$ cat src/rtl/b2d_pkg.sv
// Shared types, constants and digit correction for the decimal digit unit.
`default_nettype none

package b2d_pkg;

    localparam int VALUE_BITS_DEF = 31;
    localparam int MAX_DIGITS_DEF = 10;
    localparam int BITS_PER_STAGE = 4;

    typedef logic [3:0] t_digit;

    localparam t_digit DIGIT_FIVE  = 4'd5;
    localparam t_digit DIGIT_THREE = 4'd3;

    // add-3 correction applied before each doubling
    function automatic t_digit adj(input t_digit d);
        return (d >= DIGIT_FIVE) ? t_digit'(d + DIGIT_THREE) : d;
    endfunction

endpackage

`default_nettype wire

$ cat src/rtl/b2d_dabble_stage.sv
// One register stage of the shift-and-add-3 conversion pipeline.
`default_nettype none

module b2d_dabble_stage #(
    parameter int VALUE_BITS = b2d_pkg::VALUE_BITS_DEF,
    parameter int MAX_DIGITS = b2d_pkg::MAX_DIGITS_DEF,
    parameter int STEPS      = b2d_pkg::BITS_PER_STAGE
) (
    input  wire logic                    i_clk,
    input  wire logic                    i_rst_n,
    input  wire logic                    i_vld,
    output logic                         o_rdy,
    input  wire logic [VALUE_BITS-1:0]   i_bin,
    input  wire logic [4*MAX_DIGITS-1:0] i_bcd,
    input  wire logic                    i_ovf,
    output logic                         o_vld,
    input  wire logic                    i_rdy,
    output logic [VALUE_BITS-1:0]        o_bin,
    output logic [4*MAX_DIGITS-1:0]      o_bcd,
    output logic                         o_ovf
);

    localparam int BCD_W = 4 * MAX_DIGITS;

    logic                  r_vld;
    logic [VALUE_BITS-1:0] r_bin;
    logic [BCD_W-1:0]      r_bcd;
    logic                  r_ovf;

    logic [VALUE_BITS-1:0] n_bin;
    logic [BCD_W-1:0]      n_bcd;
    logic                  n_ovf;

    assign o_rdy = !r_vld || i_rdy;

    always_comb begin
        n_bin = i_bin;
        n_bcd = i_bcd;
        n_ovf = i_ovf;
        for (int s = 0; s < STEPS; s++) begin
            for (int d = 0; d < MAX_DIGITS; d++) begin
                n_bcd[4*d +: 4] = b2d_pkg::adj(n_bcd[4*d +: 4]);
            end
            // carry out of the top digit: value no longer fits
            n_ovf = n_ovf | n_bcd[BCD_W-1];
            n_bcd = {n_bcd[BCD_W-2:0], n_bin[VALUE_BITS-1]};
            n_bin = {n_bin[VALUE_BITS-2:0], 1'b0};
        end
    end

    always_ff @(posedge i_clk) begin
        if (!i_rst_n) begin
            r_vld <= 1'b0;
        end else if (o_rdy) begin
            r_vld <= i_vld;
        end
    end

    always_ff @(posedge i_clk) begin
        if (o_rdy && i_vld) begin
            r_bin <= n_bin;
            r_bcd <= n_bcd;
            r_ovf <= n_ovf;
        end
    end

    assign o_vld = r_vld;
    assign o_bin = r_bin;
    assign o_bcd = r_bcd;
    assign o_ovf = r_ovf;

endmodule

`default_nettype wire

$ cat src/rtl/binary_to_decimal_digits_unit.sv
// Top level: binary to decimal digit stream, pipelined conversion and digit serializer.
//
//  channel | dir | tdata (low bit up)             | tuser | tlast
//  s       | in  | value [VALUE_BITS-1:0], zeros  | -     | -
//  m       | out | digit [3:0], zeros             | -     | last digit
//
// Conversion runs through ceil(VALUE_BITS/4) register stages (eight stages at 31 bits), four
// bits per stage but the first, which takes the rest; a new value may enter every cycle while
// stages are free. The serializer gives one digit per cycle while m is ready, so an item gives
// as many digits as it has (1 to MAX_DIGITS) on the output.
// Reset (i_rst_n low, synchronous) clears all valid bits. Stalls on m back up stage by stage.
`default_nettype none

module binary_to_decimal_digits_unit #(
    parameter int VALUE_BITS = b2d_pkg::VALUE_BITS_DEF,
    parameter int MAX_DIGITS = b2d_pkg::MAX_DIGITS_DEF
) (
    input  wire logic                                i_clk,
    input  wire logic                                i_rst_n,
    input  wire logic                                i_s_tvalid,
    output logic                                     o_s_tready,
    input  wire logic [((VALUE_BITS+7)/8)*8-1:0]     i_s_tdata,   // value, zero pad
    output logic                                     o_m_tvalid,
    input  wire logic                                i_m_tready,
    output logic [7:0]                               o_m_tdata,   // digit, zero pad
    output logic                                     o_m_tlast
);

    localparam int BPS    = b2d_pkg::BITS_PER_STAGE;
    localparam int NSTG   = (VALUE_BITS + BPS - 1) / BPS;
    localparam int FIRST  = VALUE_BITS - (NSTG - 1) * BPS;
    localparam int BCD_W  = 4 * MAX_DIGITS;
    localparam int IDX_W  = $clog2(MAX_DIGITS);

    logic                  w_vld [NSTG+1];
    logic                  w_rdy [NSTG+1];
    logic [VALUE_BITS-1:0] w_bin [NSTG+1];
    logic [BCD_W-1:0]      w_bcd [NSTG+1];
    logic                  w_ovf [NSTG+1];

    logic                  r_s_vld;
    logic [BCD_W-1:0]      r_s_bcd;
    logic [IDX_W-1:0]      r_s_idx;

    logic [IDX_W-1:0]      w_top;
    logic                  w_s_last;
    logic                  w_ser_rdy;
    logic                  w_load;

    assign w_vld[0]   = i_s_tvalid;
    assign w_bin[0]   = i_s_tdata[VALUE_BITS-1:0];
    assign w_bcd[0]   = '0;
    assign w_ovf[0]   = 1'b0;
    assign o_s_tready = w_rdy[0];

    for (genvar k = 0; k < NSTG; k++) begin : g_stage
        b2d_dabble_stage #(
            .VALUE_BITS (VALUE_BITS),
            .MAX_DIGITS (MAX_DIGITS),
            .STEPS      ((k == 0) ? FIRST : BPS)
        ) u_stage (
            .i_clk   (i_clk),
            .i_rst_n (i_rst_n),
            .i_vld   (w_vld[k]),
            .o_rdy   (w_rdy[k]),
            .i_bin   (w_bin[k]),
            .i_bcd   (w_bcd[k]),
            .i_ovf   (w_ovf[k]),
            .o_vld   (w_vld[k+1]),
            .i_rdy   (w_rdy[k+1]),
            .o_bin   (w_bin[k+1]),
            .o_bcd   (w_bcd[k+1]),
            .o_ovf   (w_ovf[k+1])
        );
    end

    // most significant nonzero digit, zero maps to index 0
    always_comb begin
        w_top = '0;
        for (int d = 1; d < MAX_DIGITS; d++) begin
            if (w_bcd[NSTG][4*d +: 4] != 4'd0) begin
                w_top = IDX_W'(d);
            end
        end
    end

    assign w_s_last     = (r_s_idx == '0);
    assign w_ser_rdy    = !r_s_vld || (i_m_tready && w_s_last);
    assign w_rdy[NSTG]  = w_ser_rdy;
    assign w_load       = w_ser_rdy && w_vld[NSTG];

    always_ff @(posedge i_clk) begin
        if (!i_rst_n) begin
            r_s_vld <= 1'b0;
        end else if (w_ser_rdy) begin
            r_s_vld <= w_vld[NSTG];
        end
    end

    always_ff @(posedge i_clk) begin
        if (w_load) begin
            r_s_bcd <= w_bcd[NSTG];
            r_s_idx <= w_ovf[NSTG] ? IDX_W'(MAX_DIGITS - 1) : w_top;
        end else if (r_s_vld && i_m_tready && !w_s_last) begin
            r_s_idx <= r_s_idx - IDX_W'(1);
        end
    end

    assign o_m_tvalid = r_s_vld;
    assign o_m_tdata  = {4'd0, r_s_bcd[4*r_s_idx +: 4]};
    assign o_m_tlast  = w_s_last;

endmodule

`default_nettype wire

$ cat config.mk
export PLATFORM = sky130hd
export DESIGN_NAME = binary_to_decimal_digits_unit
export DESIGN_NICKNAME = d
export VERILOG_FILES = /design/src/rtl/b2d_pkg.sv /design/src/rtl/b2d_dabble_stage.sv /design/src/rtl/binary_to_decimal_digits_unit.sv
export SDC_FILE = /design/constraint.sdc
export NUM_CORES = 1
export LEC_CHECK = 0
export BUFFER_PORTS_ARGS = -buffer_cell sky130_fd_sc_hd__buf_2
export CORE_ASPECT_RATIO = 0.5
export CORE_MARGIN = 2
export CORE_UTILIZATION = 50
export CTS_CLUSTER_SIZE = 25
export DETAILED_ROUTE_END_ITERATION = 8
export PLACE_DENSITY_LB_ADDON = 0.08
export SETUP_SLACK_MARGIN = 0.3
export SLEW_MARGIN = 40
export SYNTH_ARGS = -nofsm -noshare
export SYNTH_HDL_FRONTEND = slang
export SYNTH_SLANG_ARGS = --single-unit
$ cat constraint.sdc
create_clock -name i_clk -period 8.55 [get_ports i_clk]
set_clock_uncertainty 0.05 [all_clocks]
set_input_delay 0.4275 -clock i_clk [delete_from_list [all_inputs] [get_ports i_clk]]
set_output_delay 0.4275 -clock i_clk [all_outputs]
set_load 0.01 [all_outputs]
==> metrics.log <==
[metrics] Overflow after GRT: 0
[metrics] Place WS: 4.31 ns
[metrics] Final TNS setup: 0 ns
[metrics] CP Capture Type: output pin
[metrics] Ports: 47
[metrics] critical path start-end classification: flip-flop to output pin
[metrics] number of distinct standard cells referenced by the synthesized netlist: 98
[metrics] number of I/O port buffers: 41
[metrics] maxcap violations: 0
[metrics] wire length of the first global-routing pass: 82900 um
[metrics] core area: 0.0520 mm2
[metrics] synthesized area per cell: 9.17 um2
[metrics] CP Data Required Time: between 8 and 9 ns
[metrics] GRT Resource Usage Total: 17.4%
[metrics] synthesis-to-layout area growth: 9.62%
[metrics] CTS tree: done
[metrics] horizontal extent of the die: 329 um
[metrics] Setup Fix Bufs, Post-CTS: 0
[metrics] Synth Warn #: 0
[metrics] largest net degree at the start of global routing: 43
[metrics] Power, Total: around 0.0054 W
[metrics] Setup violations, final: 0
[metrics] worst IR drop on VDD: approximately 180 uV
[metrics] final period demand of the worst path: 4.35 ns
[metrics] routed via count: 20600
[metrics] number of violations reported at the end of detailed-routing iteration 0: 1484
[metrics] Post-Synthesis Cells: 2872
[metrics] leakage power summed over all cells: 10.6 nW
[metrics] number of enable-type register cells in the synthesized netlist: 332
[metrics] Die Span Y: roughly 170 um
[metrics] Antenna Diode Count: 0
[metrics] peak-usage layer in the global routing report: met2
[metrics] power per standard cell area: 187 mW/mm2
[metrics] setup slack of the worst register-to-register path: 4.26 ns
[metrics] maximum fanout encountered on the critical timing path: 11
[metrics] crit start category: flip-flop
[metrics] async set-reset flop share out of synthesis: 0%
[metrics] Max Fclk: between 0.2 and 0.25 GHz
[metrics] post-synthesis sequential area ratio: 38.5%
[metrics] RSZ-0062 raised after global routing: no
[metrics] min-delay worst type: primary input to flip-flop
[metrics] number of antenna violations at the first check in global routing: 0
[metrics] measured slew at the worst slew-check pin: between 0.7 and 0.8 ns
[metrics] detailed placement HPWL: 34500 um
[metrics] Max Root-Sink Buffers: 3
[metrics] status: finished, final reports clean
[metrics] share of layout cells above drive strength 1: 9.61%
[metrics] ranking of synthesized cells by area: sky130_fd_sc_hd__edfxtp_1, sky130_fd_sc_hd__ha_1, sky130_fd_sc_hd__a21oi_1
[metrics] end-of-flow core utilization: between 50% and 60%
[metrics] cell taking the most area after synthesis: sky130_fd_sc_hd__edfxtp_1
[metrics] most instantiated cells after synthesis: sky130_fd_sc_hd__edfxtp_1, sky130_fd_sc_hd__a21oi_1, sky130_fd_sc_hd__o21ai_0
[metrics] post-DR vias/cell: 5.67
[metrics] routed len/inst: 13.2 um
[metrics] library cell with the highest instance count after synthesis: sky130_fd_sc_hd__edfxtp_1
[metrics] mapped cell area: 0.0263 mm2
[metrics] tightest slew margin relative to the limit: 46.7%
[metrics] net total in the final layout: 3083
[metrics] clock-pin slew on the worst setup and hold paths: 0.07 ns
[metrics] Gates resized, CTS repair: 0
[metrics] number of buffers inserted during clock tree synthesis: 35
[metrics] fill count: 4656
[metrics] dominant synthesized flop cell: sky130_fd_sc_hd__edfxtp_1
[metrics] post-synthesis register bit count: 341
[metrics] DRC violations left: 0
[metrics] total length of routed wires: between 40000 and 50000 um
[metrics] number of buffers added to fix hold violations after cts: 31
[metrics] final clock period utilization by the worst path: 50.9%
[metrics] post-detailed-route count of antenna-violating nets: 0
[metrics] Root Buffer: sky130_fd_sc_hd__clkbuf_16
[metrics] Die ar.: 0.0547 mm2
[metrics] count of clock tree sinks: 341
[metrics] routability-driven placement congestion ratio: 0.836
[metrics] data arrival time at the worst-slack endpoint: 3.88 ns
[metrics] global routing met1 resource utilization: 24.5%
[metrics] post-synth top area share: 37.8%
[metrics] via count of the first global-routing pass: roughly 18000
[metrics] worst slack on hold paths: 0.155 ns
[metrics] level count of the clock H-tree: 2
[metrics] Final Hold Viols: 0
[metrics] clock network latency to the later pin of the worst-skew pair: roughly 0.54 ns
[metrics] standard-cell row count: a little under 60
[metrics] met3 demand-to-capacity share in global routing: roughly 2.8%
[metrics] router iterations before antenna repair: 7
[metrics] max-slew violation count: 0
[metrics] starting density of the core: 50.6%
[metrics] Final WS setup: 4.20 ns
[metrics] GR Layer Usage met2: 28.4%
==> area by class of cell <==
class	instances	area, um2	share of cell area [%]
sequential	341	10100	35.1
inverter	190	713	2.47
clock inverter	22	190	0.659
multi-input combinational	2253	15300	52.9
clock buffer	39	933	3.23
tap	701	877	3.04
timing repair buffer	90	751	2.60
==> registers in the layout (all words and copies together), names as in the netlist <==
register / flops
g_stage.u_stage.o_bcd: 175
r_s_idx: 4
g_stage.u_stage.o_ovf: 1
o_m_tvalid: 1
r_s_bcd: 40
g_stage.u_stage.o_vld: 8
g_stage.u_stage.o_bin: 112
==> where the power goes <==
group	switching (W)	leakage [nW]	internal [W]	total (W)
Combinational	0.00107	6.99	0.000778	0.00185
Sequential	0.0000359	3.10	0.00198	0.00201
Clock	0.000667	0.543	0.000856	0.00152
Total	0.00178	10.6	0.00361	0.00539
==> metrics by stage <==
step	area [um2]	cells
after floorplan	26400	2875
after global placement	27200	3534
after detailed placement	27400	3543
after CTS	28800	3635
after global routing	28900	3636
final	28900	3636
==> layout by cell type, fill, tap and decap left out, types with 52 or more instances in the layout <==
cell                       netlist  layout
sky130_fd_sc_hd__xnor2_1       120     115
sky130_fd_sc_hd__nand2b_1       66      66
sky130_fd_sc_hd__ha_1          136     136
sky130_fd_sc_hd__o21ai_0       267     266
sky130_fd_sc_hd__nor2_1        230     230
sky130_fd_sc_hd__a31oi_1        81      80
sky130_fd_sc_hd__mux2i_1        84      80
sky130_fd_sc_hd__a21oi_1       271     270
sky130_fd_sc_hd__inv_1         184     184
sky130_fd_sc_hd__nand2_1       227     227
sky130_fd_sc_hd__nor3_1         52      52
sky130_fd_sc_hd__edfxtp_1      332     332
==> path summary, 6_finish.rpt <==
path	start	end	depth (start not counted)
min	i_s_tvalid	g_stage[0].u_stage.o_vld$_SDFFE_PN0N_	3
min reg2reg	g_stage[2].u_stage.o_bin[26]$_DFFE_PP_	g_stage[3].u_stage.o_bin[30]$_DFFE_PP_	0
max	r_s_idx[1]$_DFFE_PP_	o_s_tready	11
max reg2reg	g_stage[0].u_stage.o_bcd[0]$_DFFE_PP_	g_stage[1].u_stage.o_bcd[5]$_DFFE_PP_	17
==> routing by layer <==
layer | wire, um | part of all wire, %
met5 | 0 | 0
met4 | 614 | 1.3
met3 | 1710 | 3.6
met2 | 21800 | 45
met1 | 24000 | 50
==> kinds of logic (layout without fill, tap and decap cells) <==
family / count (synthesis) / after routing / share of synthesized area (%)
AOI/OAI and AO/OA: 1025 / 1025 / 24.5
and+or+nand+nor: 780 / 780 / 14.1
DFF: 341 / 341 / 38.5
buffers and inverters: 281 / 341 / 4.15
xor gates and xnor gates: 152 / 152 / 5.55
muxes: 151 / 151 / 6.51
adders and majority gates: 141 / 141 / 6.65
other: 1 / 4 / 0.0142
==> critical path, stage by stage (launching register included) <==
cell,delay (ns)
sky130_fd_sc_hd__edfxtp_1,0.64
sky130_fd_sc_hd__inv_1,0.09
sky130_fd_sc_hd__ha_1,0.21
sky130_fd_sc_hd__nor3b_1,0.16
sky130_fd_sc_hd__nand2_1,0.10
sky130_fd_sc_hd__nand2_1,0.08
sky130_fd_sc_hd__nor2_1,0.45
sky130_fd_sc_hd__and3_1,0.43
sky130_fd_sc_hd__and3_1,0.31
sky130_fd_sc_hd__and2_0,0.52
sky130_fd_sc_hd__nand3_1,0.17
sky130_fd_sc_hd__buf_2,0.18
Note: power is estimated with default switching activity, not from simulation.
